File: config.mk
export PLATFORM = sky130hd
export DESIGN_NAME = flr_mix_unit
export DESIGN_NICKNAME = d
export VERILOG_FILES = /design/src/rtl/feedback_loop_recorder_assert.svh /design/src/rtl/flr_pkg.sv /design/src/rtl/flr_mix_unit.sv
export SDC_FILE = /design/constraint.sdc
export NUM_CORES = 1
export LEC_CHECK = 0
export BUFFER_PORTS_ARGS = -buffer_cell sky130_fd_sc_hd__buf_2
export CORE_AREA = 2 2 126 128
export DETAILED_ROUTE_END_ITERATION = 7
export DIE_AREA = 0 0 128 130
export PLACE_DENSITY = 0.89
export REMOVE_ABC_BUFFERS = 1
export SYNTH_ARGS = -nofsm -noshare
export SYNTH_HDL_FRONTEND = slang
export SYNTH_SLANG_ARGS = --single-unit
File: constraint.sdc
create_clock -name clock -period 10.97 [get_ports clock]
set_input_delay 2.194 -clock clock [delete_from_list [all_inputs] [get_ports clock]]
set_output_delay 2.194 -clock clock [all_outputs]
set_load 0.005 [all_outputs]
File: src/rtl/feedback_loop_recorder_assert.svh
// Assertion macros shared by the looper RTL.
// No dependencies; files that check their own logic include this header.
`ifndef FEEDBACK_LOOP_RECORDER_ASSERT_SVH
`define FEEDBACK_LOOP_RECORDER_ASSERT_SVH
`ifndef SYNTHESIS
`define FLR_ASSERT(label, clk, rst, prop, msg) \
   label: assert property (@(posedge clk) disable iff (rst) prop) else $error(msg);
`define FLR_ASSERT_ALWAYS(label, clk, prop, msg) \
   label: assert property (@(posedge clk) prop) else $error(msg);
`else
`define FLR_ASSERT(label, clk, rst, prop, msg)
`define FLR_ASSERT_ALWAYS(label, clk, prop, msg)
`endif
`endif

File: src/rtl/flr_pkg.sv
// Shared types and constants of the feedback loop recorder.
// No dependencies; used by every module of the block.
`timescale 1ns / 1ps
`default_nettype none
package flr_pkg;

   localparam int SAMPLE_BITS      = 16;
   localparam int CHANNELS         = 2;
   localparam int MAX_LOOP_SAMPLES = 65536;
   localparam int FRAME_BITS       = 2 * SAMPLE_BITS;
   localparam int GAIN_BITS        = 16;
   localparam int GAIN_FRAC        = 15;
   localparam int LEN_BITS         = 17;
   localparam int POS_BITS         = 16;
   localparam int COUNT_BITS       = 16;
   localparam int CSR_INDEX_BITS   = 1;
   localparam int CSR_DATA_BITS    = 17;
   // product of unsigned gain and signed sample, one sign bit of headroom
   localparam int PROD_BITS        = GAIN_BITS + SAMPLE_BITS + 1;

   localparam logic [1:0] OP_FRAME = 2'd0;
   localparam logic [1:0] OP_SEEK  = 2'd1;
   localparam logic [1:0] OP_CLEAR = 2'd2;

   localparam logic [CSR_INDEX_BITS-1:0] CSR_LOOP_LENGTH   = 1'b0;
   localparam logic [CSR_INDEX_BITS-1:0] CSR_FEEDBACK_GAIN = 1'b1;

   localparam logic [LEN_BITS-1:0]  LOOP_LENGTH_RESET = 17'd65536;
   localparam logic [GAIN_BITS-1:0] GAIN_RESET        = 16'd29491;

   typedef enum logic [1:0] {
      ST_IDLE,
      ST_MUL_L,
      ST_MUL_R,
      ST_FINISH
   } state_type;

   typedef struct packed {
      logic                          enable;
      logic [GAIN_BITS-1:0]          gain;
      logic signed [SAMPLE_BITS-1:0] stored;
      logic signed [SAMPLE_BITS-1:0] sample;
   } mix_ctl_type;

endpackage
`default_nettype wire

File: src/rtl/flr_mix_unit.sv
// Shared feedback mixer: registered gain multiply, then round, add and saturate.
// Depends on flr_pkg; used once per channel in turn by the sequencer.
`timescale 1ns / 1ps
`default_nettype none
module flr_mix_unit (
   input  wire logic                                  clock,
   input  wire flr_pkg::mix_ctl_type                  mix_ctl,
   output logic signed [flr_pkg::SAMPLE_BITS-1:0]     mix_sum
);

   localparam int PW = flr_pkg::PROD_BITS;
   localparam int SW = flr_pkg::SAMPLE_BITS;
   localparam int QW = PW - flr_pkg::GAIN_FRAC;
   localparam int AW = SW + 3;
   localparam logic signed [AW-1:0] SAT_MAX = AW'((1 << (SW - 1)) - 1);
   localparam logic signed [AW-1:0] SAT_MIN = -SAT_MAX - AW'(1);
   localparam logic signed [PW-1:0] ROUND_BIAS = PW'(1 << (flr_pkg::GAIN_FRAC - 1));

   logic signed [PW-1:0] prod_ff;
   logic signed [PW-1:0] prod_in;
   logic signed [PW-1:0] rounded;
   logic signed [QW-1:0] scaled;
   logic signed [AW-1:0] sum_wide;

   assign prod_in = $signed({1'b0, mix_ctl.gain}) * mix_ctl.stored;

   always_ff @(posedge clock) begin
      if (mix_ctl.enable) begin
         prod_ff <= prod_in;
      end
   end

   // floor of the biased product rounds half up
   always_comb begin
      rounded  = prod_ff + ROUND_BIAS;
      scaled   = rounded[PW-1:flr_pkg::GAIN_FRAC];
      sum_wide = AW'(mix_ctl.sample) + AW'(scaled);
      if (sum_wide > SAT_MAX) begin
         mix_sum = SAT_MAX[SW-1:0];
      end else if (sum_wide < SAT_MIN) begin
         mix_sum = SAT_MIN[SW-1:0];
      end else begin
         mix_sum = sum_wide[SW-1:0];
      end
   end

endmodule
`default_nettype wire

## Word-level counts from Yosys, hierarchy flattened

Index checks and enable logic that the tools add are counted.
Widths: inputs -> output; s select.

- Output and inout bits: 16
- Bits of input ports: 50
- Latch bits: 0
- ROM bits: 0
- Logic and storage cells: 8
- Memories: 0
- Bits in writable memories: 0
- Bits in registers: 33

- Multipliers: 1
- Order comparisons: 2
- Reductions and logical operators: 0
- $add $sub $neg: 2
- Shift operators: 0
- Bitwise gates (word level): 0
- Divide/modulo/power cells: 0
- Equality and inequality tests: 0
- Multiplexer cells: 2

Operator list:

| kind | count |
|---|---|
| $add 33x16->33 const B | 1 |
| $mul 17x16->33 | 1 |
| $mux 16 | 2 |
| $add 16x18->19 | 1 |
| $gt 19x16->1 const B | 1 |
| $lt 19x16->1 const B | 1 |

## Depth between registers and ports, before layout

Gate-level depths: netlist of run 1.

- Word-level depth: 5
- Mapped depth: 23

## Worst setup path after synthesis of run 1

No wires, ideal clock.

- Path type: input to register
- From: input mix_ctl[17] in the netlist's numbering
- To: register prod_ff[28] (data pin)
- Path slack: 3.277 ns
- Arrival: 7.433 ns
- Cell stages on the path: 19
- Path through: clkbuf_1 -> nand2_1 -> fa_1 -> fa_1 -> inv_1 -> fa_1 -> fa_1 -> fa_1 -> inv_1 -> fa_1 -> inv_1 -> ha_1 -> a21o_1 -> a221oi_1 -> o311a_1 -> o21ba_2 -> nor3_1 -> or2_2 -> xor2_1

- Longest elaborated chain between the ends: 1

RTL lines:

| element | RTL line | RTL |
|---|---|---|
| start: declaration | flr_mix_unit.sv:7 | `input wire flr_pkg::mix_ctl_type mix_ctl,` |
| $mul 17x16->33 | flr_mix_unit.sv:25 | `assign prod_in = $signed({1'b0, mix_ctl.gain}) * mix_ctl.stored;` |
| net prod_in[28] | flr_mix_unit.sv:20 | `logic signed [PW-1:0] prod_in;` |
| end signal: assignment | flr_mix_unit.sv:29 | `prod_ff <= prod_in;` |
| end: declaration | flr_mix_unit.sv:19 | `logic signed [PW-1:0] prod_ff;` |

The timed path passes the listed nets, and every way through them passes these cells.
A chain may end at the register's enable or synchronous reset.

## Worst setup path after layout of run 1

- From: input mix_ctl[17] in the netlist's numbering
- To: register prod_ff[29] (data pin)

The elaborated chain is that of the path after synthesis.

==> reports/qor.yml, run 1 <==
layout:
  largest_registers: "prod_ff: 19 flops"
  num-nets-final: 1604
  fillerInstances: 1104
  area_growth_pct: 4.74
  largest_reg_flops: 19
  antenna_cells: 0
  largest_register: "prod_ff"
  drive_gt1_frac: 0.0713
logic_synthesis:
  async_reset_ff_frac: 0
  synth.cell_area_um2: 10500
  yosysWarnings: 0
  syn-instance-count: 1187
  synth-edff-count: 19
  yosys_register_bits: 19
  synthFlopType: "edfxtp_1"
  syn_area_per_cell_um2: 8.82
  ys_types: 62
  ys_seq_area_frac: 0.0545
worst_setup_path:
  path_buf_inv: 4
  critPathCaptureType: "register"
  required_ns: 11.03
  cp-start-kind: "input pin"
  cpMaxStageDelayCell: "fa_1"
  cpLargestDelayFamily: "adder cells"
  cp_max_fo: 16
  cp_common_cell: "fa_1"
  cp_data_arrival_time_ns: 8.07
  crit_type: "in -> reg"
  crit_chain: "buf_2 -> nand2_1 -> fa_1 -> fa_1 -> fa_1 -> inv_1 -> fa_1 -> fa_1 -> inv_1 -> fa_1 -> inv_1 -> ha_1 -> and3_1 -> a221oi_1 -> o311a_1 -> o21ba_2 -> nor3_1 -> or2_2 -> o311ai_1"
  slowest_delay_ns: 0.56
clocking:
  post_cts_resized: 0
  cts_buffer_depth: 2
  post_cts_buffers: 0
  ctsRootBufferMaster: "clkbuf_16"
  cts_buffers: 3
  cts_sinks: 19
  clkTransAtPathRegs_ns: 0.05
  postCtsHoldBufs: 0
  cts_tree: "yes"
  h-tree-depth: 1
drt:
  post_drt_wl_per_cell_um: 16.9
  num_vias: 8214
  via_per_inst: 5.81
  remaining_drc_errors: 0
  drt-total-wl_mm: 23.9
  ant_nets: 0
  drtIter0Drc: 623
  drt_pre_antenna_iters: 5
grt:
  gr-total-overflow: 0
  grt_max_degree: 20
  grt_pass1_vias: 8493
  grt_pass1_wl_mm: 39.6
  grt_usage: 0.302
  antenna_found_initial: 0
flow_run:
  drv_cap: 0
die:
  rows: 46
  dieWidth_um: 128
  ios: 66
  core_um2: 15400
  dieArea_um2: 16600
  start_util: 0.679
  die_h_um: 130
timing:
  final_hold_viol_count: 0
  setup_viol: 0
  finalSetupTns_ns: 0
  rsz0062_at_grt: "no"
  clock.fmax_mhz: 125
  slew_headroom: 0.522
  fin_crit_ns: 8.02
  period_share: 0.731
  drv_slew: 0
  worst_slew_pin_slew_ns: 0.715
  finalWorstSetupSlack_ns: 2.95
worst_hold_path:
  worstHoldPathType: "in -> reg"
place:
  portBuffers: 65
  place_worst_setup_slack_ns: 2.80
  gp_congestion: 0.901
  dpl.hpwl_mm: 19.8
run_status:
  status: "finished clean"
-- layout by cell type (no fill, tap or decap), drive strengths merged, types with 2 or more instances in the layout --
cell type	count
a221oi	3
o21bai	3
clkbuf	4
a211oi	3
nand2b	12
inv	246
nor4b	2
o211ai	4
a31oi	5
nor2b	8
a21oi	33
o31ai	2
o21a	7
nor4	3
a21o	22
nand3	10
o221ai	3
xnor2	33
edfxtp	19
nor2	34
xor2	15
fa	194
o311a	2
buf	65
o21ai	30
nand2	153
ha	138
nand4	12
and3	8
nor3	11
and2	117
or3	3
-- synthesized netlist by cell type (11+ instances only) --
library cell / instances / area (µm²)
nand2b_1: 12 / 75.1
ha_1: 138 / 1730
xnor2_1: 33 / 289
nand2_1: 152 / 571
edfxtp_1: 19 / 571
o21ai_0: 20 / 100
and2_1: 117 / 732
a21oi_1: 32 / 160
inv_1: 245 / 920
a21o_1: 21 / 158
nor3_1: 11 / 55.1
nand4_1: 12 / 75.1
xor2_1: 15 / 131
clkbuf_1: 31 / 116
fa_1: 194 / 3880
nor2_1: 33 / 124
-- area by class of cell --
type,instances,area [µm²],area share
inverter,246,923,0.0842
tap,192,240,0.0219
multi-input combinational,887,8830,0.805
clock buffer,4,78.8,0.00719
sequential,19,571,0.0520
timing repair buffer,65,325,0.0297
-- kinds of logic (layout without fill, tap and decap cells) --
family | Yosys count | count (layout) | share of synthesized area
AOI/OAI and AO/OA | 129 | 129 | 0.0859
adders and majority gates | 332 | 332 | 0.536
muxes | 1 | 1 | 0.000956
and+or+nand+nor | 377 | 377 | 0.181
DFF | 19 | 19 | 0.0545
xor gates and xnor gates | 48 | 48 | 0.0401
buffers and inverters | 281 | 315 | 0.102
-- per-layer routing --
layer / share of wire / GRT usage
met4: 0.038 / 0.114
met1: 0.39 / 0.386
met2: 0.50 / 0.545
met3: 0.064 / 0.0193
met5: 0 / 0
-- final timing paths --
kind / startpoint / endpoint / depth (start not counted)
worst max-delay path: mix_ctl[17] / prod_ff[29] / 19
worst min-delay path: mix_ctl[48] / prod_ff[22] / 1
-- stage by stage --
step,utilization,hold slack [ns],area [µm²],std cells
floorplan,-,2.31,10300,1152
global placement,0.706,2.64,10900,1409
detailed placement,0.706,2.65,10900,1409
CTS,0.711,2.40,11000,1413
global route,0.711,2.41,11000,1413
finish,0.711,2.39,11000,1413
Power of run 1 is left out: the tool's default activity adds up to more than one toggle a clock period on the data nets, which glitch-free logic cannot reach.
==> run 2: changes to the inputs <==
--- a/config.mk
+++ b/config.mk
@@ -6,10 +6,10 @@
 export NUM_CORES = 1
 export LEC_CHECK = 0
 export BUFFER_PORTS_ARGS = -buffer_cell sky130_fd_sc_hd__buf_2
-export CORE_AREA = 2 2 126 128
+export CORE_AREA = 2 2 138 140
 export DETAILED_ROUTE_END_ITERATION = 7
-export DIE_AREA = 0 0 128 130
-export PLACE_DENSITY = 0.89
+export DIE_AREA = 0 0 140 142
+export PLACE_DENSITY = 0.79
 export REMOVE_ABC_BUFFERS = 1
 export SYNTH_ARGS = -nofsm -noshare
 export SYNTH_HDL_FRONTEND = slang
==> constraint.sdc (replaced) <==
create_clock -name clock -period 6.8 [get_ports clock]
set_input_delay 1.36 -clock clock [delete_from_list [all_inputs] [get_ports clock]]
set_output_delay 1.36 -clock clock [all_outputs]
set_load 0.005 [all_outputs]
==> run 2 against run 1 <==
Net effect:
- the flow now finishes with violations (design-rule violations)
- die area increased by 19%
- final cell count up 9.1%
- count of clock-buffer cells in the layout shrank 1
==> reports/qor.yml, run 2 (same netlist as run 1, synthesis figures left out) <==
clocking:
  cts_sinks: 19  # unchanged
  cts_buffer_depth: 2  # unchanged
  cts_buffers: 3  # unchanged
  cts_tree: "yes"
  ctsRootBufferMaster: "clkbuf_16"
  clkTransAtPathRegs_ns: 0.05  # about the same
  postCtsHoldBufs: 0  # unchanged
  h-tree-depth: 1  # unchanged
timing:
  final_hold_viol_count: 0  # unchanged
  finalSetupTns_ns: 0  # unchanged
  worst_slew_pin_slew_ns: 0.742  # +0.0275 ns
  whs_ns: 1.57  # -0.823 ns
  rsz0062_at_grt: "yes"
  slew_headroom: 0.504  # -0.0184
  setup_viol: 0  # unchanged
  clock.fmax_mhz: 152
  fin_crit_ns: 6.60
  period_share: 0.971
  drv_slew: 0  # unchanged
worst_setup_path:
  cp_max_fo: 6  # -10
  critPathCaptureType: "register"
  required_ns: 6.78  # -4.25 ns
  cp-start-kind: "input pin"
  crit_type: "in -> reg"
  cp_data_arrival_time_ns: 6.58  # -1.49 ns
die:
  dieWidth_um: 140  # +9.4%
  ios: 66  # unchanged
  start_util: 0.568  # -0.111
  rows: 50  # +8.7%
  die_h_um: 142  # +9.2%
  core_um2: 18500  # +20%
  dieArea_um2: 19900  # +19%
drt:
  drtIter0Drc: 474  # -24%
  num_vias: 8277  # +0.77%
  post_drt_wl_per_cell_um: 15.0  # -11%
  drt-total-wl_mm: 23.2  # -2.9%
  via_per_inst: 5.37  # -7.7%
  drt_pre_antenna_iters: 8  # +3
  ant_nets: 0  # unchanged
  remaining_drc_errors: 7  # +7
layout:
  area_growth_pct: 13.9
  final_area_um2: 11900  # +8.7%
  stdcell_count: 1542  # +9.1%
  drive_gt1_frac: 0.151  # +0.0794
  largest_register: "prod_ff"
  largest_reg_flops: 19  # unchanged
  final_cell_mix: "inv_1, fa_1, nand2_1"
  num-nets-final: 1691  # +5.4%
  largest_registers: "prod_ff: 19 flops"
  antenna_cells: 0  # unchanged
  fillerInstances: 1485  # +35%
  final_common_cell: "inv_1"
place:
  gp_congestion: 0.904  # +0.36%
  dpl.hpwl_mm: 20.6  # +3.6%
  dpl.cell_count: 1536  # +9.0%
  portBuffers: 65  # unchanged
  dpl_cell_area_um2: 11600  # +6.7%
run_status:
  status: "finished with violations"
  violations: "design-rule violations"
grt:
  antenna_found_initial: 0  # unchanged
  grt_pass1_wl_mm: 40.5  # +2.1%
  grt_usage: 0.246  # -0.0558
  grt_pass1_vias: 8813  # +3.8%
  gr-total-overflow: 0  # unchanged
  grt_max_degree: 20  # unchanged
flow_run:
  drv_cap: 0  # unchanged
worst_hold_path:
  worstHoldPathType: "in -> reg"
run 2: cell types whose count changed in the layout (fill, tap and decap cells not counted), moves of 2 or more:
cell and delta:
a221oi_1 -2, a221oi_2 +2, and2_1 -4, and2_4 +4
buf_12 +3, buf_2 -20, buf_4 +86, buf_6 +9
clkbuf_4 +8, fa_1 -3, fa_2 +3, ha_1 -4
ha_4 +4, nor2_1 -2
run 2: timing repair:
action,CTS,global route
endpoints found under the hold margin,0,0
buffers inserted,0,2
pin swaps,0,28
resized for setup,2,64
setup endpoints to repair,3,10
run 2: critical path, stage by stage:
cell      delay (ns)
clkbuf_4        0.14
buf_12          0.13
buf_4           0.14
nand2_2         0.06
fa_2            0.44
fa_1            0.54
fa_1            0.44
fa_1            0.59
fa_1            0.45
fa_1            0.54
inv_2           0.05
ha_4            0.26
and3_4          0.18
a221oi_2        0.06
buf_4           0.14
a21o_1          0.17
nor2_2          0.15
o21ai_2         0.09
o311a_1         0.34
or3_1           0.32
run 2: metrics by stage:
stage / setup WS (ns) / utilization
after floorplan: 0.140 / -
after global placement: -0.205 / 0.630
after detailed placement: -0.333 / 0.630
after CTS: 0.0202 / 0.634
after global routing: -0.00973 / 0.646
final: 0.200 / 0.646
run 2: final timing paths:
check / slack [ns] / to / cells past startpoint / from
max: 0.20 / prod_ff[31] / 20 / mix_ctl[40]
min: 1.57 / prod_ff[23] / 1 / mix_ctl[48]
run 2: per-layer routing:
layer / vias to the layer above / GRT usage / wire (µm)
li1: 3953 / - / -
met1: 4029 / 0.337 / 10000
met2: 254 / 0.431 / 11400
met3: 41 / 0.0182 / 1300
met4: 0 / 0.0601 / 411
met5: - / 0 / 0
run 2: final cells by class:
class,count,area [µm²],area share
multi-input cells,887,8950,0.751
inverters,246,923,0.0774
clock buffers,3,75.1,0.00629
well taps,234,293,0.0245
flip-flops and latches,19,571,0.0478
repair buffers,152,1110,0.0928
clock inverters,1,5.00,0.000420
Power of run 2 is left out for the same reason.
==> run 3: changes to the inputs <==
--- a/config.mk
+++ b/config.mk
@@ -6,10 +6,10 @@
 export NUM_CORES = 1
 export LEC_CHECK = 0
 export BUFFER_PORTS_ARGS = -buffer_cell sky130_fd_sc_hd__buf_2
-export CORE_AREA = 2 2 138 140
+export CORE_AREA = 2 2 130 132
 export DETAILED_ROUTE_END_ITERATION = 7
-export DIE_AREA = 0 0 140 142
-export PLACE_DENSITY = 0.79
+export DIE_AREA = 0 0 132 134
+export PLACE_DENSITY = 0.84
 export REMOVE_ABC_BUFFERS = 1
 export SYNTH_ARGS = -nofsm -noshare
 export SYNTH_HDL_FRONTEND = slang
==> constraint.sdc (replaced) <==
create_clock -name clock -period 7.55 [get_ports clock]
set_input_delay 1.51 -clock clock [delete_from_list [all_inputs] [get_ports clock]]
set_output_delay 1.51 -clock clock [all_outputs]
set_load 0.005 [all_outputs]
==> run 3 against run 2 <==
Net effect:
- the flow now finishes without violations
- non-clock buffer count fell by 81
- count of clock-buffer cells in the layout did not move
- hold slack improved by 0.13 ns
- final area fell by 7.3%
- flip-flop and latch count did not move
- core utilization rose by 3.3 points
- worst setup slack improved by 0.19 ns
- critical path depth fell by 1
- wire length rose by 1.5%
- first-iteration DRC count fell by 2.5%
- critical path type unchanged
==> reports/qor.yml, run 3 (same netlist as run 1, synthesis figures left out) <==
drt:
  ant_nets: 0  # unchanged
  drt-total-wl_mm: 23.5  # +1.5%
  drtIter0Drc: 462  # -2.5%
  post_drt_wl_per_cell_um: 16.3  # +8.2%
  via_per_inst: 5.66  # +5.4%
  drt_pre_antenna_iters: 5  # -3
  num_vias: 8186  # -1.1%
  remaining_drc_errors: 0  # -7
clocking:
  cts_buffers: 3  # unchanged
  clkTransAtPathRegs_ns: 0.05  # about the same
  ctsRootBufferMaster: "clkbuf_16"
  postCtsHoldBufs: 0  # unchanged
  cts_tree: "yes"
  cts_buffer_depth: 2  # unchanged
  post_cts_buffers: 0  # unchanged
  cts_sinks: 19  # unchanged
  h-tree-depth: 1  # unchanged
die:
  dieArea_um2: 17700  # -11%
  die_h_um: 134  # -5.6%
  rows: 47  # -6.0%
  dieWidth_um: 132  # -5.7%
  core_um2: 16300  # -12%
  start_util: 0.643  # +0.0755
  ios: 66  # unchanged
grt:
  grt_pass1_vias: 8577  # -2.7%
  grt_pass1_wl_mm: 39.8  # -1.6%
  grt_usage: 0.278  # +0.0319
  gr-total-overflow: 0  # unchanged
  grt_max_degree: 20  # unchanged
  antenna_found_initial: 0  # unchanged
layout:
  num-nets-final: 1610  # -4.8%
  fillerInstances: 1286  # -13%
  final_cell_mix: "inv_1, fa_1, nand2_1"
  drive_gt1_frac: 0.0774  # -0.0732
  antenna_cells: 0  # unchanged
  largest_reg_flops: 19  # unchanged
  largest_register: "prod_ff"
  utilization: 0.679  # +0.0325
  final_common_cell: "inv_1"
  area_growth_pct: 5.58
  largest_registers: "prod_ff: 19 flops"
worst_setup_path:
  cp_max_fo: 16  # +10
  critPathCaptureType: "register"
  cp-start-kind: "input pin"
  cp_data_arrival_time_ns: 7.21  # +0.63 ns
  crit_type: "in -> reg"
  timing.critical_path.from: "mix_ctl[17]"
  required_ns: 7.61  # +0.83 ns
timing:
  rsz0062_at_grt: "no"
  slew_headroom: 0.489  # -0.0152
  period_share: 0.948
  whs_ns: 1.70  # +0.133 ns
  drv_slew: 0  # unchanged
  worst_slew_pin_slew_ns: 0.765  # +0.0227 ns
  fin_crit_ns: 7.16
  final_hold_viol_count: 0  # unchanged
  setup_viol: 0  # unchanged
  clock.fmax_mhz: 140
run_status:
  status: "finished clean"
worst_hold_path:
  worstHoldPathType: "in -> reg"
  min_from: "mix_ctl[48]"
  hold-path-cell-count: 1  # unchanged
place:
  dpl.hpwl_mm: 19.9  # -3.3%
  gp_congestion: 0.912  # +0.93%
  portBuffers: 65  # unchanged
flow_run:
  drv_cap: 0  # unchanged
==> run 3: changes by cell type in the layout (fill, tap and decap cells not counted), moves of 3 or more <==
cell      change
buf_4        -80
buf_2        +20
buf_6         -9
clkbuf_4      -8
and2_1        +4
and2_4        -4
ha_1          +4
ha_4          -4
buf_12        -3
fa_1          +3
fa_2          -3
==> run 3: final timing paths <==
check                    endpoint
worst min-delay path  prod_ff[29]
worst max-delay path  prod_ff[29]
==> run 3: metrics by stage <==
stage / setup WS (ns) / cell area, µm² / cells / setup TNS (ns)
after CTS: 0.244 / 11100 / 1447 / 0
final: 0.393 / 11100 / 1447 / 0
after floorplan: 0.740 / 10300 / 1152 / 0
after global placement: 0.144 / 11000 / 1443 / 0
after detailed placement: -0.00851 / 11000 / 1443 / -0.00851
after global routing: 0.116 / 11100 / 1447 / 0
==> run 3: timing repair <==
action | in CTS | in global routing
hold endpoints to repair | 0 | 0
gates resized for setup | 0 | 1
setup endpoints to repair | 0 | 1
==> run 3: per-layer routing <==
layer	part of all wire	track usage	vias up
met5	0	0	-
met3	0.056	0.0295	66
met4	0.028	0.0966	0
li1	-	-	3783
met1	0.40	0.351	4036
met2	0.52	0.500	301
==> run 3: worst max-delay path, stage by stage <==
cell and delay [ns]:
buf_2 0.31, nand2_1 0.14, fa_1 0.53, fa_1 0.54, inv_1 0.05, fa_1 0.49, fa_1 0.47, fa_1 0.54
inv_1 0.06, fa_1 0.49, inv_1 0.05, ha_1 0.34, a21o_1 0.21, a221oi_2 0.34, o311a_1 0.29, o21ba_2 0.19
nor3_1 0.08, or2_2 0.33, o311ai_1 0.25
==> run 3: final cells by class <==
type	instances	area [µm²]	share of cell area
clock buffer	3	75.1	0.00679
clock inverter	1	5.00	0.000453
inverter	246	923	0.0835
timing repair buffer	71	370	0.0335
multi-input combinational	887	8840	0.799
tap	220	275	0.0249
sequential	19	571	0.0516
Power of run 3 is left out for the same reason.
