### src/rtl/feedback_loop_recorder_assert.svh
// Assertion macros shared by the looper RTL.
// No dependencies; files that check their own logic include this header.
`ifndef FEEDBACK_LOOP_RECORDER_ASSERT_SVH
`define FEEDBACK_LOOP_RECORDER_ASSERT_SVH
`ifndef SYNTHESIS
`define FLR_ASSERT(label, clk, rst, prop, msg) \
   label: assert property (@(posedge clk) disable iff (rst) prop) else $error(msg);
`define FLR_ASSERT_ALWAYS(label, clk, prop, msg) \
   label: assert property (@(posedge clk) prop) else $error(msg);
`else
`define FLR_ASSERT(label, clk, rst, prop, msg)
`define FLR_ASSERT_ALWAYS(label, clk, prop, msg)
`endif
`endif

### src/rtl/flr_pkg.sv
// Shared types and constants of the feedback loop recorder.
// No dependencies; used by every module of the block.
`timescale 1ns / 1ps
`default_nettype none
package flr_pkg;

   localparam int SAMPLE_BITS      = 16;
   localparam int CHANNELS         = 2;
   localparam int MAX_LOOP_SAMPLES = 65536;
   localparam int FRAME_BITS       = 2 * SAMPLE_BITS;
   localparam int GAIN_BITS        = 16;
   localparam int GAIN_FRAC        = 15;
   localparam int LEN_BITS         = 17;
   localparam int POS_BITS         = 16;
   localparam int COUNT_BITS       = 16;
   localparam int CSR_INDEX_BITS   = 1;
   localparam int CSR_DATA_BITS    = 17;
   // product of unsigned gain and signed sample, one sign bit of headroom
   localparam int PROD_BITS        = GAIN_BITS + SAMPLE_BITS + 1;

   localparam logic [1:0] OP_FRAME = 2'd0;
   localparam logic [1:0] OP_SEEK  = 2'd1;
   localparam logic [1:0] OP_CLEAR = 2'd2;

   localparam logic [CSR_INDEX_BITS-1:0] CSR_LOOP_LENGTH   = 1'b0;
   localparam logic [CSR_INDEX_BITS-1:0] CSR_FEEDBACK_GAIN = 1'b1;

   localparam logic [LEN_BITS-1:0]  LOOP_LENGTH_RESET = 17'd65536;
   localparam logic [GAIN_BITS-1:0] GAIN_RESET        = 16'd29491;

   typedef enum logic [1:0] {
      ST_IDLE,
      ST_MUL_L,
      ST_MUL_R,
      ST_FINISH
   } state_type;

   typedef struct packed {
      logic                          enable;
      logic [GAIN_BITS-1:0]          gain;
      logic signed [SAMPLE_BITS-1:0] stored;
      logic signed [SAMPLE_BITS-1:0] sample;
   } mix_ctl_type;

endpackage
`default_nettype wire

### src/rtl/flr_seq.sv
// Sequencer: item capture, loop position and pass count, store sweep, result register.
// Depends on flr_pkg and the assertion header; drives flr_store and flr_mix_unit.
`timescale 1ns / 1ps
`default_nettype none
`include "feedback_loop_recorder_assert.svh"
module flr_seq #(
   parameter int MAX_LOOP_SAMPLES = flr_pkg::MAX_LOOP_SAMPLES,
   parameter int ADDR_W = $clog2(MAX_LOOP_SAMPLES)
) (
   input  wire logic                                   clock,
   input  wire logic                                   reset,
   input  wire logic                                   req_valid,
   output logic                                        req_stall,
   input  wire logic [1:0]                             req_op,
   input  wire logic                                   req_playing,
   input  wire logic signed [flr_pkg::SAMPLE_BITS-1:0] req_in_left,
   input  wire logic signed [flr_pkg::SAMPLE_BITS-1:0] req_in_right,
   input  wire logic [flr_pkg::POS_BITS-1:0]           req_seek_position,
   output logic                                        rsp_valid,
   input  wire logic                                   rsp_stall,
   output logic signed [flr_pkg::SAMPLE_BITS-1:0]      rsp_out_left,
   output logic signed [flr_pkg::SAMPLE_BITS-1:0]      rsp_out_right,
   output logic [flr_pkg::POS_BITS-1:0]                rsp_loop_position,
   output logic [flr_pkg::COUNT_BITS-1:0]              rsp_loop_count,
   output logic                                        rsp_was_reset,
   input  wire logic                                   csr_wr_en,
   input  wire logic [flr_pkg::CSR_INDEX_BITS-1:0]     csr_index,
   input  wire logic [flr_pkg::CSR_DATA_BITS-1:0]      csr_wr_data,
   output logic                                        st_wr_en,
   output logic [ADDR_W-1:0]                           st_wr_addr,
   output logic [flr_pkg::FRAME_BITS-1:0]              st_wr_data,
   output logic [ADDR_W-1:0]                           st_rd_addr,
   input  wire logic [flr_pkg::FRAME_BITS-1:0]         st_rd_data,
   output flr_pkg::mix_ctl_type                        mix_ctl,
   input  wire logic signed [flr_pkg::SAMPLE_BITS-1:0] mix_sum
);

   localparam int SW        = flr_pkg::SAMPLE_BITS;
   // position always stays below POS_LIMIT, the store depth capped at 2^LEN_BITS
   localparam int POS_LIMIT = (MAX_LOOP_SAMPLES < (1 << flr_pkg::LEN_BITS)) ?
                              MAX_LOOP_SAMPLES : (1 << flr_pkg::LEN_BITS);
   localparam int POS_W     = $clog2(POS_LIMIT);
   localparam int LEN_W     = ((ADDR_W + 1 > flr_pkg::LEN_BITS) ?
                              ADDR_W + 1 : flr_pkg::LEN_BITS) + 1;
   localparam logic [ADDR_W-1:0] SWEEP_LAST = ADDR_W'(MAX_LOOP_SAMPLES - 1);

   flr_pkg::state_type state_ff, state_in;

   logic [flr_pkg::LEN_BITS-1:0]   loop_length_ff;
   logic [flr_pkg::GAIN_BITS-1:0]  gain_ff;
   logic [POS_W-1:0]               position_ff, position_in;
   logic [flr_pkg::COUNT_BITS-1:0] count_ff, count_in;
   logic                           flag_ff;
   logic                           sweep_ff;
   logic [ADDR_W-1:0]              sweep_addr_ff;

   logic [1:0]                     op_ff;
   logic                           playing_ff;
   logic signed [SW-1:0]           in_left_ff, in_right_ff;
   logic [flr_pkg::POS_BITS-1:0]   seek_ff;
   logic signed [SW-1:0]           left_sum_ff;

   logic                           rsp_valid_ff;
   logic signed [SW-1:0]           rsp_left_ff, rsp_right_ff, res_left_in, res_right_in;
   logic [flr_pkg::POS_BITS-1:0]   rsp_pos_ff;
   logic [flr_pkg::COUNT_BITS-1:0] rsp_count_ff;
   logic                           rsp_flag_ff, flag_report_in;

   logic                           ready;
   logic                           accept;
   logic                           rsp_free;
   logic                           finish_fire;
   logic                           mul_active;
   logic                           wr_mix;
   logic                           sweep_start;
   logic [LEN_W-1:0]               len_eff;
   logic [LEN_W-1:0]               pos_inc;
   logic [SW-1:0]                  right_keep;

   assign rsp_free = !rsp_valid_ff || !rsp_stall;
   assign accept   = req_valid && ready;

   // effective length: loop_length clamped to 1 .. store depth
   always_comb begin
      if (loop_length_ff == '0) begin
         len_eff = LEN_W'(1);
      end else if (LEN_W'(loop_length_ff) > LEN_W'(MAX_LOOP_SAMPLES)) begin
         len_eff = LEN_W'(MAX_LOOP_SAMPLES);
      end else begin
         len_eff = LEN_W'(loop_length_ff);
      end
   end

   assign pos_inc = LEN_W'(position_ff) + LEN_W'(1);

   // next state
   always_comb begin
      state_in = state_ff;
      case (state_ff)
         flr_pkg::ST_IDLE: begin
            if (accept) begin
               state_in = (req_op == flr_pkg::OP_FRAME && req_playing) ?
                          flr_pkg::ST_MUL_L : flr_pkg::ST_FINISH;
            end
         end
         flr_pkg::ST_MUL_L:  state_in = flr_pkg::ST_MUL_R;
         flr_pkg::ST_MUL_R:  state_in = flr_pkg::ST_FINISH;
         flr_pkg::ST_FINISH: begin
            if (rsp_free) begin
               state_in = flr_pkg::ST_IDLE;
            end
         end
         default: state_in = flr_pkg::ST_IDLE;
      endcase
   end

   // state outputs
   always_comb begin
      ready       = 1'b0;
      mul_active  = 1'b0;
      finish_fire = 1'b0;
      case (state_ff)
         flr_pkg::ST_IDLE:   ready = !sweep_ff;
         flr_pkg::ST_MUL_L:  mul_active = 1'b1;
         flr_pkg::ST_MUL_R:  mul_active = 1'b1;
         flr_pkg::ST_FINISH: finish_fire = rsp_free;
         default: ;
      endcase
   end

   assign req_stall = !ready;

   // left product in the first pass, right product in the second
   always_comb begin
      mix_ctl.enable = mul_active;
      mix_ctl.gain   = gain_ff;
      mix_ctl.stored = (state_ff == flr_pkg::ST_MUL_L) ? st_rd_data[SW-1:0] :
                       st_rd_data[2*SW-1:SW];
      mix_ctl.sample = (state_ff == flr_pkg::ST_MUL_R) ? in_left_ff : in_right_ff;
   end

   // effect of the finished item
   always_comb begin
      res_left_in    = '0;
      res_right_in   = '0;
      position_in    = position_ff;
      count_in       = count_ff;
      wr_mix         = 1'b0;
      sweep_start    = 1'b0;
      flag_report_in = flag_ff;
      right_keep     = st_rd_data[2*SW-1:SW];
      case (op_ff)
         flr_pkg::OP_FRAME: begin
            res_left_in  = in_left_ff;
            res_right_in = in_right_ff;
            if (playing_ff) begin
               wr_mix      = 1'b1;
               res_left_in = left_sum_ff;
               if (flr_pkg::CHANNELS > 1) begin
                  res_right_in = mix_sum;
                  right_keep   = mix_sum;
               end
               if (pos_inc >= len_eff) begin
                  position_in = '0;
                  count_in    = count_ff + 1'b1;
               end else begin
                  position_in = pos_inc[POS_W-1:0];
               end
            end
         end
         flr_pkg::OP_SEEK: begin
            flag_report_in = 1'b1;
            if (LEN_W'(seek_ff) >= len_eff) begin
               position_in = '0;
            end else begin
               position_in = POS_W'(seek_ff);
            end
         end
         flr_pkg::OP_CLEAR: begin
            flag_report_in = 1'b1;
            position_in    = '0;
            count_in       = '0;
            sweep_start    = 1'b1;
         end
         default: ;
      endcase
   end

   // sweep writes zero and owns the write port while it runs
   always_comb begin
      st_rd_addr = ADDR_W'(position_ff);
      if (sweep_ff) begin
         st_wr_en   = 1'b1;
         st_wr_addr = sweep_addr_ff;
         st_wr_data = '0;
      end else begin
         st_wr_en   = finish_fire && wr_mix;
         st_wr_addr = ADDR_W'(position_ff);
         st_wr_data = {right_keep, left_sum_ff};
      end
   end

   always_ff @(posedge clock) begin
      if (reset) begin
         state_ff       <= flr_pkg::ST_IDLE;
         loop_length_ff <= flr_pkg::LOOP_LENGTH_RESET;
         gain_ff        <= flr_pkg::GAIN_RESET;
         position_ff    <= '0;
         count_ff       <= '0;
         flag_ff        <= 1'b1;
         sweep_ff       <= 1'b1;
         sweep_addr_ff  <= '0;
         rsp_valid_ff   <= 1'b0;
      end else begin
         state_ff <= state_in;
         if (csr_wr_en) begin
            case (csr_index)
               flr_pkg::CSR_LOOP_LENGTH:   loop_length_ff <= csr_wr_data;
               flr_pkg::CSR_FEEDBACK_GAIN: gain_ff <= csr_wr_data[flr_pkg::GAIN_BITS-1:0];
               default: ;
            endcase
         end
         if (sweep_ff) begin
            sweep_addr_ff <= sweep_addr_ff + 1'b1;
            if (sweep_addr_ff == SWEEP_LAST) begin
               sweep_ff <= 1'b0;
            end
         end else if (finish_fire && sweep_start) begin
            sweep_ff      <= 1'b1;
            sweep_addr_ff <= '0;
         end
         if (finish_fire) begin
            position_ff  <= position_in;
            count_ff     <= count_in;
            flag_ff      <= 1'b0;
            rsp_valid_ff <= 1'b1;
         end else if (!rsp_stall) begin
            rsp_valid_ff <= 1'b0;
         end
      end
   end

   // item and result payload
   always_ff @(posedge clock) begin
      if (accept) begin
         op_ff       <= req_op;
         playing_ff  <= req_playing;
         in_left_ff  <= req_in_left;
         in_right_ff <= req_in_right;
         seek_ff     <= req_seek_position;
      end
      if (state_ff == flr_pkg::ST_MUL_R) begin
         left_sum_ff <= mix_sum;
      end
      if (finish_fire) begin
         rsp_left_ff  <= res_left_in;
         rsp_right_ff <= res_right_in;
         rsp_pos_ff   <= flr_pkg::POS_BITS'(position_in);
         rsp_count_ff <= count_in;
         rsp_flag_ff  <= flag_report_in;
      end
   end

   assign rsp_valid         = rsp_valid_ff;
   assign rsp_out_left      = rsp_left_ff;
   assign rsp_out_right     = rsp_right_ff;
   assign rsp_loop_position = rsp_pos_ff;
   assign rsp_loop_count    = rsp_count_ff;
   assign rsp_was_reset     = rsp_flag_ff;

   `FLR_ASSERT_ALWAYS(a_sweep_blocks_items, clock, sweep_ff |-> req_stall, "item taken during sweep")
   `FLR_ASSERT_ALWAYS(a_busy_blocks_items, clock, (state_ff != flr_pkg::ST_IDLE) |-> req_stall, "item taken while busy")
   `FLR_ASSERT(a_no_mix_in_sweep, clock, reset, sweep_ff |-> !mix_ctl.enable, "mix pass during sweep")
   `FLR_ASSERT(a_finish_returns, clock, reset, (finish_fire) |=> (state_ff == flr_pkg::ST_IDLE), "finish did not return to idle")
   `FLR_ASSERT(a_position_bound, clock, reset, position_ff <= POS_W'(POS_LIMIT - 1), "position beyond store")

endmodule
`default_nettype wire

### config.mk
export PLATFORM = sky130hd
export DESIGN_NAME = flr_seq
export DESIGN_NICKNAME = d
export VERILOG_FILES = /design/src/rtl/flr_pkg.sv /design/src/rtl/flr_seq.sv
export VERILOG_INCLUDE_DIRS = /design/src /design/src/rtl
export SDC_FILE = /design/constraint.sdc
export NUM_CORES = 1
export LEC_CHECK = 0
export BUFFER_PORTS_ARGS = -buffer_cell sky130_fd_sc_hd__buf_4
export CORE_MARGIN = 5
export CORE_UTILIZATION = 35
export CTS_CLUSTER_SIZE = 10
export DETAILED_ROUTE_END_ITERATION = 6
export GPL_TIMING_DRIVEN = 1
export PLACE_DENSITY_LB_ADDON = 0.05
export SLEW_MARGIN = 5
export SYNTH_ARGS = -nofsm -noshare
export SYNTH_HDL_FRONTEND = slang
export SYNTH_SLANG_ARGS = --single-unit
### constraint.sdc
create_clock -name clock -period 5 [get_ports clock]
set_clock_uncertainty 0.1 [all_clocks]
set_input_delay 0.5 -clock clock [delete_from_list [all_inputs] [get_ports clock]]
set_output_delay 0.5 -clock clock [all_outputs]
set_load 0.02 [all_outputs]
* Yosys cells after proc, flatten, opt, wreduce, memory -nomap -nowiden
Cells that the tools add are included. Widths: inputs -> output; s select.
Operators by class: add/subtract/negate cells 3, $lt $le $gt $ge 3, eq/ne operators 9, muxes and demuxes 35, bitwise logic cells 1, reduce and logical (&&, ||, !) cells 19
Operators with widths (number):
- $mux 16 | 14
- $pmux 16 s3 | 1
- $mux 17 | 2
- $add 16x1->16 const B | 2
- $mux 32 | 1
- $pmux 16 s2 | 1
- $ge 16x18->1 | 1
- $ge 17x18->1 | 1
- $add 16x1->17 const B | 1
- $gt 17x17->1 const B | 1
- $logic_not 17->1 | 1
- $eq 16x16->1 const B | 1
- $mux 1 | 12
- $pmux 2 s4 | 1
- $eq 2x2->1 const B | 3
- $logic_not 2->1 | 3
- $mux 2 | 3
- $reduce_and 2->1 | 3
- $eq 2x1->1 const B | 2
- $logic_and 1x1->1 | 4
- $logic_not 1->1 | 4
- $ne 2x2->1 const B | 2
- $reduce_or 2->1 | 2
- $ne 2x1->1 const B | 1
- 3 further kinds | 3
Storage, ports and cells: flip-flop bits (word level) 218, input port bits 122, output and inout port bits 181, logic and storage cells 90

* Logic depth before layout (Yosys ltp)
Gate-level depths: netlist (run 1).
word-level depth 7, depth in mapped cells 16, gate-level depth less buffers 13

* Worst setup path after synthesis (run 1)
OpenSTA, ideal clock, no wires.
path type reg2reg, start reg state_ff[0], end reg state_ff[1], library setup time 128 ps, arrival time 3514 ps, setup slack 1259 ps, cell stages (with the launch flop) 10, buffers on the path 0, clock period less this slack 3741 ps, cells stage by stage dfxtp_1 > inv_1 > ha_1 > nand2b_1 > nor2_1 > nor2b_1 > nor2_1 > nor2_1 > a21oi_1 > nor2_1
On the way: word-level cells in the longest chain between the ends 5
RTL lines:
- start: declaration | RTL line flr_seq.sv:47 | flr_pkg::state_type state_ff, state_in;
- start signal: assignment | RTL line flr_seq.sv:205 | state_ff <= flr_pkg::ST_IDLE;
- start signal: assignment | RTL line flr_seq.sv:215 | state_ff <= state_in;
- $logic_not 2->1 | RTL line flr_seq.sv:122 | case (state_ff)
- $mux 1 | RTL line flr_seq.sv:122
- $logic_and 1x1->1 | RTL line flr_seq.sv:81 | assign accept = req_valid && ready;
- net accept | RTL line flr_seq.sv:70 | logic accept;
- $ne 2x2->1 (no line)
- $reduce_and 2->1 (no line)
The timed path passes the listed nets, and every way through them passes these cells. A chain may end at the register's enable or synchronous reset.

* Worst setup path in the final report (run 1)
start reg position_ff[5], in the netlist st_rd_addr[5], end reg count_ff[7] in the netlist's numbering
On the way: word-level cells in the longest chain between the ends 5
RTL lines:
- start: declaration | RTL line flr_seq.sv:51 | logic [POS_W-1:0] position_ff, position_in;
- start signal: assignment | RTL line flr_seq.sv:233 | position_ff <= position_in;
- $add 16x1->17 | RTL line flr_seq.sv:94 | assign pos_inc = LEN_W'(position_ff) + LEN_W'(1);
- $ge 17x18->1 | RTL line flr_seq.sv:163 | if (pos_inc >= len_eff) begin
- $mux 16 | RTL line flr_seq.sv:163
- $mux 16 | RTL line flr_seq.sv:156 | if (playing_ff) begin
- $pmux 16 s2 | RTL line flr_seq.sv:152 | case (op_ff)
- end signal: assignment | RTL line flr_seq.sv:234 | count_ff <= count_in;
- end: declaration | RTL line flr_seq.sv:52 | logic [flr_pkg::COUNT_BITS-1:0] count_ff, count_in;
Every way passes these cells.

==> results of run 1 <==
[synthesized netlist by cell type, types with 16 or more instances]
cell type    n
nand4_1     18
edfxtp_1   132
nand3_1     48
inv_1       20
o211ai_1    16
dfxtp_1     86
mux2_2      50
xnor2_1     16
a21oi_1     82
nor2_1      47
clkbuf_1    47
ha_1        44
o21ai_0     22
nand2_1    188
mux2i_1     40
nor2b_1     60
[power groups by stage]
| stage | registers (mW) | clock network [mW] | logic [mW] |
|---|---|---|---|
| global route | 2.08 | 1.87 | 0.979 |
| detailed placement | 2.11 | 0 | 0.920 |
| global placement | 2.11 | 0 | 0.917 |
| floorplan | 2.14 | 0 | 0.504 |
| finish | 2.07 | 1.75 | 0.907 |
| CTS | 2.07 | 1.80 | 0.923 |
[how the worst max path moves through the flow]
stage | to | startpoint | slack (ns)
6_report | count_ff[7]$_SDFFE_PP0P_ | st_rd_addr[5]$_SDFFE_PP0P_ | 0.81
5_1_grt | rsp_loop_count[8]$_DFFE_PP_ | st_rd_addr[0]$_SDFFE_PP0P_ | 0.52
4_1_cts | rsp_loop_count[8]$_DFFE_PP_ | st_rd_addr[0]$_SDFFE_PP0P_ | 0.86
3_5_place_dp | rsp_loop_count[8]$_DFFE_PP_ | st_rd_addr[0]$_SDFFE_PP0P_ | 0.88
3_3_place_gp | rsp_loop_count[8]$_DFFE_PP_ | st_rd_addr[0]$_SDFFE_PP0P_ | 0.97
2_1_floorplan | state_ff[1]$_SDFFE_PP0P_ | state_ff[0]$_SDFFE_PP0P_ | 1.26
[cells by family after synthesis]
logic type	after synthesis	synth area share, %
muxes	92	8.726
buffers and inverters	93	3.256
AOI/OAI and AO/OA	200	11.51
and+or+nand+nor	447	19.69
adders and majority gates	44	4.873
xor gates and xnor gates	21	1.628
DFF	218	50.32
[stage by stage]
stage / cells / total power [mW] / cell area (um2) / hold slack, ns / worst slack (ns)
3_3_place_gp: 1761 / 3.022 / 13900 / 0.3309 / 0.9692
3_5_place_dp: 1761 / 3.026 / 13900 / 0.3330 / 0.8799
6_report: 1808 / 4.725 / 14660 / 0.03461 / 0.8118
2_1_floorplan: 1115 / 2.641 / 11300 / 0.3162 / 1.259
5_1_grt: 1808 / 4.926 / 14660 / 0.01207 / 0.5197
4_1_cts: 1808 / 4.797 / 14660 / 0.006964 / 0.8644
[sequential cells by signal (all words and copies together) (netlist names)]
register           count
left_sum_ff           16
flag_ff                1
rsp_loop_count        16
sweep_addr_ff         16
rsp_was_reset          1
loop_length_ff        17
sweep_ff               1
op_ff                  2
in_left_ff            16
count_ff              16
rsp_out_left          16
rsp_loop_position     16
playing_ff             1
rsp_valid              1
seek_ff               16
state_ff               2
rsp_out_right         16
in_right_ff           16
gain_ff               16
st_rd_addr            16
[worst max-delay path: stages (launching register included)]
cell	delay, ns
dfxtp_1	0.63
nand2_1	0.20
nor3_2	0.39
and3_1	0.29
nand3_1	0.11
xnor2_1	0.18
ha_1	0.33
and4_1	0.20
nand2_1	0.09
o21ai_2	0.19
o31a_1	0.31
nor2_1	0.09
buf_4	0.23
or3_1	0.40
a221o_1	0.32
[per-layer routing]
layer  track usage (%)  vias to the layer above  part of all wire, %  routed length (um)
li1                  -                     4601                    -                   -
met5                 0                        -                    0                   0
met4             5.259                        0                  2.8                1029
met1             25.51                     4510                   43               15910
met3             3.486                       60                  5.6                2048
met2             33.12                      286                   48               17770
[layout make-up]
| type | instances | area [um2] | share of cell area, % |
|---|---|---|---|
| Sequential cell | 218 | 5687 | 38.78 |
| Multi-Input combinational cell | 804 | 5258 | 35.85 |
| Timing Repair Buffer | 317 | 2380 | 16.23 |
| Clock buffer | 47 | 760.7 | 5.188 |
| Tap cell | 402 | 503.0 | 3.430 |
| Inverter | 20 | 76.32 | 0.5205 |
==> results.py, run 1 <==
metrics = {
    "drt": {
        "drtIter0Drc": 612,
        "post_drt_wl_per_cell_um": 20.33,
        "drt_first_pass_iters": 5,
        "antenna_left": 0,
        "drc": 0,
        "vias_per_cell": 5.231,
        "wirelength_um": 36750,
        "vias": 9457,
    },
    "logic_synthesis": {
        "ys_ff_latch": 218,
        "synth_area_um2": 11300,
        "netlist_instances": 1115,
        "synthArstFlopShare_pct": 0,
        "syn_avg_cell_area_um2": 10.13,
        "ys_seq_area_share_pct": 50.32,
        "synthFlopType": "edfxtp_1",
        "synthTopCellsByArea": "edfxtp_1, dfxtp_1, nand2_1, mux2_2, ha_1",
        "synth_cell_types": 73,
        "syn-num-nets": 1281,
        "yosysTopAreaCellShare_pct": 35.08,
        "ys_warn_count": 0,
        "yosys.area.top_type": "edfxtp_1",
        "synth-edff-count": 132,
    },
    "timing": {
        "tns_ns": 0,
        "max_slew_margin_pct": 20.58,
        "drv_slew": 0,
        "hold_viol": 0,
        "fmax_mhz": 238.8,
        "rsz0062_at_grt": "no",
        "fin_crit_ns": 4.188,
        "post-route-period-util_pct": 83.76,
        "tightest_slew_ns": 1.189,
        "finalSetupViolations": 0,
    },
    "hold_path": {
        "whs_endpoint": "seek_ff[5]$_DFFE_PP_",
        "whs_path_depth": 1,
        "hp-start": "req_seek_position[5]",
        "min_path_type": "input port to flop",
    },
    "power_and_ir_drop": {
        "power_frac_clock_pct": 37.0,
        "p_switching_mw": 1.312,
        "power_switching_share_pct": 27.77,
        "power_density_nw_per_um2": 322.2,
        "combPwrFrac_pct": 19.2,
        "power.leakage_nw": 5.731,
        "p_int_mw": 3.413,
        "peakVddDrop_mv": 0.2440,
        "seqPwrFrac_pct": 43.8,
    },
    "grt": {
        "overflow": 0,
        "grt_util_all_layers_pct": 19.42,
        "antenna_found_initial": 0,
        "grt_first_pass_wirelength_um": 55010,
        "grt_pass1_vias": 9223,
        "grt_max_degree": 50,
    },
    "setup_path": {
        "rr_startpoint": "st_rd_addr[5]$_SDFFE_PP0P_",
        "reg2regPathDepth": 14,
        "critPathCaptureType": "flop",
        "r2r-end": "count_ff[7]$_SDFFE_PP0P_",
        "crit_type": "flop to flop",
        "required_ns": 5.32,
        "rrSetupSlack_ns": 0.81,
        "path_max_fanout": 21,
        "cp_data_arrival_time_ns": 4.51,
        "critical_path.startpoint_type": "flop",
    },
    "clock_tree": {
        "cts_root_buf": "clkbuf_16",
        "clk_pin_slew_worst_paths_ns": 0.06,
        "post_cts_buffers": 0,
        "postCtsHoldBufs": 0,
        "cts_tree": "done",
        "cts_buffer_depth": 3,
        "insertion_delay_ns": 0.54,
        "ctsHtreeMaxLevel": 1,
        "cts_buffers": 26,
        "cts_sinks": 218,
        "cts_resized": 0,
    },
    "layout": {
        "layout-drive-gt1-share_pct": 30.01,
        "fin_util_pct": 46.23,
        "layout_common_cells": "buf_4, nand2_1, edfxtp_1, dfxtp_1, a21oi_1",
        "layout_commonest_cell": "buf_4",
        "nNetsFinal": 1553,
        "antenna_cells": 0,
        "area_delta_synth_final_pct": 29.79,
        "nFillCells": 3154,
    },
    "floorplan": {
        "dieArea_um2": 35970,
        "die_w_um": 189.7,
        "rows": 65,
        "coreArea_um2": 31720,
        "start_util_pct": 35.62,
        "die_y_um": 189.7,
        "pin_count": 303,
    },
    "placed_design": {
        "globalplace.congestion": 0.8453,
        "dp_hpwl_um": 26950,
        "port-buffer-count": 302,
    },
    "run_status": {
        "outcome": "complete, no violations",
    },
    "run": {
        "maxCapViolations": 0,
    },
}
Power figures use the tool's default switching activity.
==> run 2: changes to the inputs <==
Settings changed: ABC_AREA set to 1.
Clock period 5 ns to 4.05 ns, I/O delays scaled along.
==> run 2 against run 1 <==
Via count rose by 13%. Total power grew 47%. Sequential power rose by 32%. Register-to-register slack worse by 0.40 ns.
==> results.py, run 2 <==
metrics = {
    "layout": {
        "antenna_cells": 0,
        "largest_reg_flops": 17,
        "nNetsFinal": 1918,
        "stdcell_area_um2": 15900,
        "layout-drive-gt1-share_pct": 25.34,
        "nFillCells": 3222,
        "area_delta_synth_final_pct": 38.43,
        "layout_commonest_cell": "nand2_1",
        "fin_util_pct": 49.00,
        "final_cells": 2214,
        "layout_common_cells": "nand2_1, buf_4, inv_1, edfxtp_1, o21ai_0",
        "largest-register": "loop_length_ff",
    },
    "timing": {
        "timing.hold.ws_ns": 0.1002,
        "hold_viol": 0,
        "fmax_mhz": 275.0,
        "finalSetupViolations": 0,
        "fin_crit_ns": 3.636,
        "rsz0062_at_grt": "no",
        "drv_slew": 0,
        "post-route-period-util_pct": 89.78,
        "fin_ws_ns": 0.4140,
        "tightest_slew_ns": 1.235,
        "max_slew_margin_pct": 17.56,
        "tns_ns": 0,
    },
    "floorplan": {
        "start_util_pct": 35.40,
        "pin_count": 303,
        "die_y_um": 191.2,
        "coreArea_um2": 32450,
        "dieArea_um2": 36540,
        "die_w_um": 191.2,
        "rows": 66,
    },
    "drt": {
        "post_drt_wl_per_cell_um": 18.96,
        "drc": 0,
        "vias_per_cell": 4.835,
        "antenna_left": 0,
        "wirelength_um": 41970,
        "vias": 10700,
        "drtIter0Drc": 641,
        "drt_first_pass_iters": 5,
    },
    "power_and_ir_drop": {
        "seqPwrFrac_pct": 39.3,
        "power_frac_clock_pct": 32.4,
        "peakVddDrop_mv": 0.2665,
        "power_switching_share_pct": 32.89,
        "p_int_mw": 4.677,
        "power_mw": 6.969,
        "p_switching_mw": 2.292,
        "combPwrFrac_pct": 28.3,
        "power.leakage_nw": 7.102,
        "power_density_nw_per_um2": 438.3,
    },
    "placed_design": {
        "port-buffer-count": 302,
        "dp_hpwl_um": 31410,
        "pre_cts_slack_ns": 0.4013,
        "place_inst": 2081,
        "post_dp_cell_area_um2": 14240,
        "globalplace.congestion": 0.9227,
    },
    "setup_path": {
        "crit_chain": "nor4_1, nand4_1, nand2_1, nand2_1, ha_1, nand2_1, nor4_1, nand3_1, nand4_1, nand3_1, nand2_1, inv_1",
        "critPathCaptureType": "flop",
        "crit_type": "flop to flop",
        "reg2regPathDepth": 12,
        "critPathTopFamily": "simple AND/OR/NAND/NOR gates",
        "cp_num_buf_inv": 1,
        "max_stage_delay_ns": 0.60,
        "rrSetupSlack_ns": 0.41,
        "required_ns": 4.25,
        "cp_data_arrival_time_ns": 3.84,
        "rr_startpoint": "loop_length_ff[0]$_SDFFE_PP0P_",
        "slowest_stage": "nand3_1",
        "path_max_fanout": 16,
        "path_common_cell": "nand2_1",
        "r2r-end": "rsp_loop_position[12]$_DFFE_PP_",
        "critical_path.startpoint_type": "flop",
    },
    "grt": {
        "grt_max_degree": 98,
        "grt_first_pass_wirelength_um": 62910,
        "overflow": 0,
        "grt_pass1_vias": 10680,
        "antenna_found_initial": 1,
        "grt_util_all_layers_pct": 22.22,
    },
    "clock_tree": {
        "cts_sinks": 218,
        "ctsHtreeMaxLevel": 1,
        "cts_buffers": 27,
        "cts_buffer_depth": 3,
        "post_cts_buffers": 0,
        "clk_pin_slew_worst_paths_ns": 0.06,
        "cts_tree": "done",
        "cts_root_buf": "clkbuf_16",
        "insertion_delay_ns": 0.55,
    },
    "logic_synthesis": {
        "synthTopCellsByArea": "edfxtp_1, dfxtp_1, nand2_1, inv_1, o21ai_0",
        "synth_common_cells": "nand2_1, inv_1, edfxtp_1",
        "yosysTopAreaCellShare_pct": 34.51,
        "synth_most_common_cell": "nand2_1",
        "netlist_instances": 1375,
        "ys_seq_area_share_pct": 49.49,
        "syn-num-nets": 1541,
        "synth_area_um2": 11490,
        "synth_cell_types": 50,
        "synthFlopType": "edfxtp_1",
        "yosys.area.top_type": "edfxtp_1",
        "synthArstFlopShare_pct": 0,
        "synth-edff-count": 132,
        "ys_warn_count": 0,
        "ys_ff_latch": 218,
        "syn_avg_cell_area_um2": 8.354,
    },
    "hold_path": {
        "whs_endpoint": "rsp_valid$_SDFFE_PP0P_",
        "hp-start": "rsp_stall",
        "whs_path_depth": 3,
        "min_path_type": "input port to flop",
    },
    "run_status": {
        "outcome": "complete, no violations",
    },
    "run": {
        "maxCapViolations": 0,
    },
}
run 2: power groups by stage:
| stage | clock network [mW] | registers (mW) | logic [mW] |
|---|---|---|---|
| 3_3_place_gp | 0 | 2.78 | 1.92 |
| 2_1_floorplan | 0 | 2.88 | 0.993 |
| 6_report | 2.26 | 2.74 | 1.97 |
| 3_5_place_dp | 0 | 2.79 | 1.92 |
| 5_1_grt | 2.41 | 2.77 | 2.16 |
| 4_1_cts | 2.32 | 2.74 | 1.99 |
run 2: layout make-up:
cell class | instances | area (um2) | share of cell area (%)
repair buffers | 408 | 3298 | 20.74
multi-input cells | 920 | 4878 | 30.68
clock buffers | 45 | 794.5 | 4.996
inverters | 177 | 666.9 | 4.194
clock inverters | 4 | 23.77 | 0.1495
well taps | 442 | 553.0 | 3.478
flip-flops and latches | 218 | 5687 | 35.76
run 2: worst max path at each step:
stage / cells past startpoint / start / slack [ns] / to
3_3_place_gp: 20 / st_rd_addr[0]$_SDFFE_PP0P_ / 0.42 / rsp_loop_position[6]$_DFFE_PP_
5_1_grt: 12 / loop_length_ff[0]$_SDFFE_PP0P_ / 0.005 / rsp_loop_position[12]$_DFFE_PP_
3_5_place_dp: 20 / st_rd_addr[0]$_SDFFE_PP0P_ / 0.40 / rsp_loop_position[6]$_DFFE_PP_
2_1_floorplan: 7 / state_ff[0]$_SDFFE_PP0P_ / 0.14 / state_ff[1]$_SDFFE_PP0P_
4_1_cts: 20 / st_rd_addr[0]$_SDFFE_PP0P_ / 0.39 / rsp_loop_position[3]$_DFFE_PP_
6_report: 12 / loop_length_ff[0]$_SDFFE_PP0P_ / 0.41 / rsp_loop_position[12]$_DFFE_PP_
run 2: what timing repair did:
action,CTS,global route
hold buffers,84,0
endpoints found under the hold margin,91,0
resized for setup,0,1
setup endpoints to repair,0,3
run 2: logic make-up after synthesis:
family,share of synthesized area (%)
flops,49.49
simple gates,24.32
fa+ha+maj,4.793
xor+xnor,1.057
buf+inv,8.245
compound gates,10.52
mux,1.568
run 2: worst min-delay path: cells and delay by family:
family / cells / cell delay (ns)
buf+inv: 1 / 0.08
compound gates: 1 / 0.12
simple gates: 1 / 0.08
run 2: layer usage:
| metal | part of all wire [%] | up-vias | track usage (%) |
|---|---|---|---|
| met3 | 8.3 | 64 | 4.839 |
| met4 | 2.6 | 0 | 6.188 |
| met2 | 45 | 389 | 36.34 |
| met5 | 0 | - | 0 |
| met1 | 44 | 4943 | 29.86 |
| li1 | - | 5308 | - |
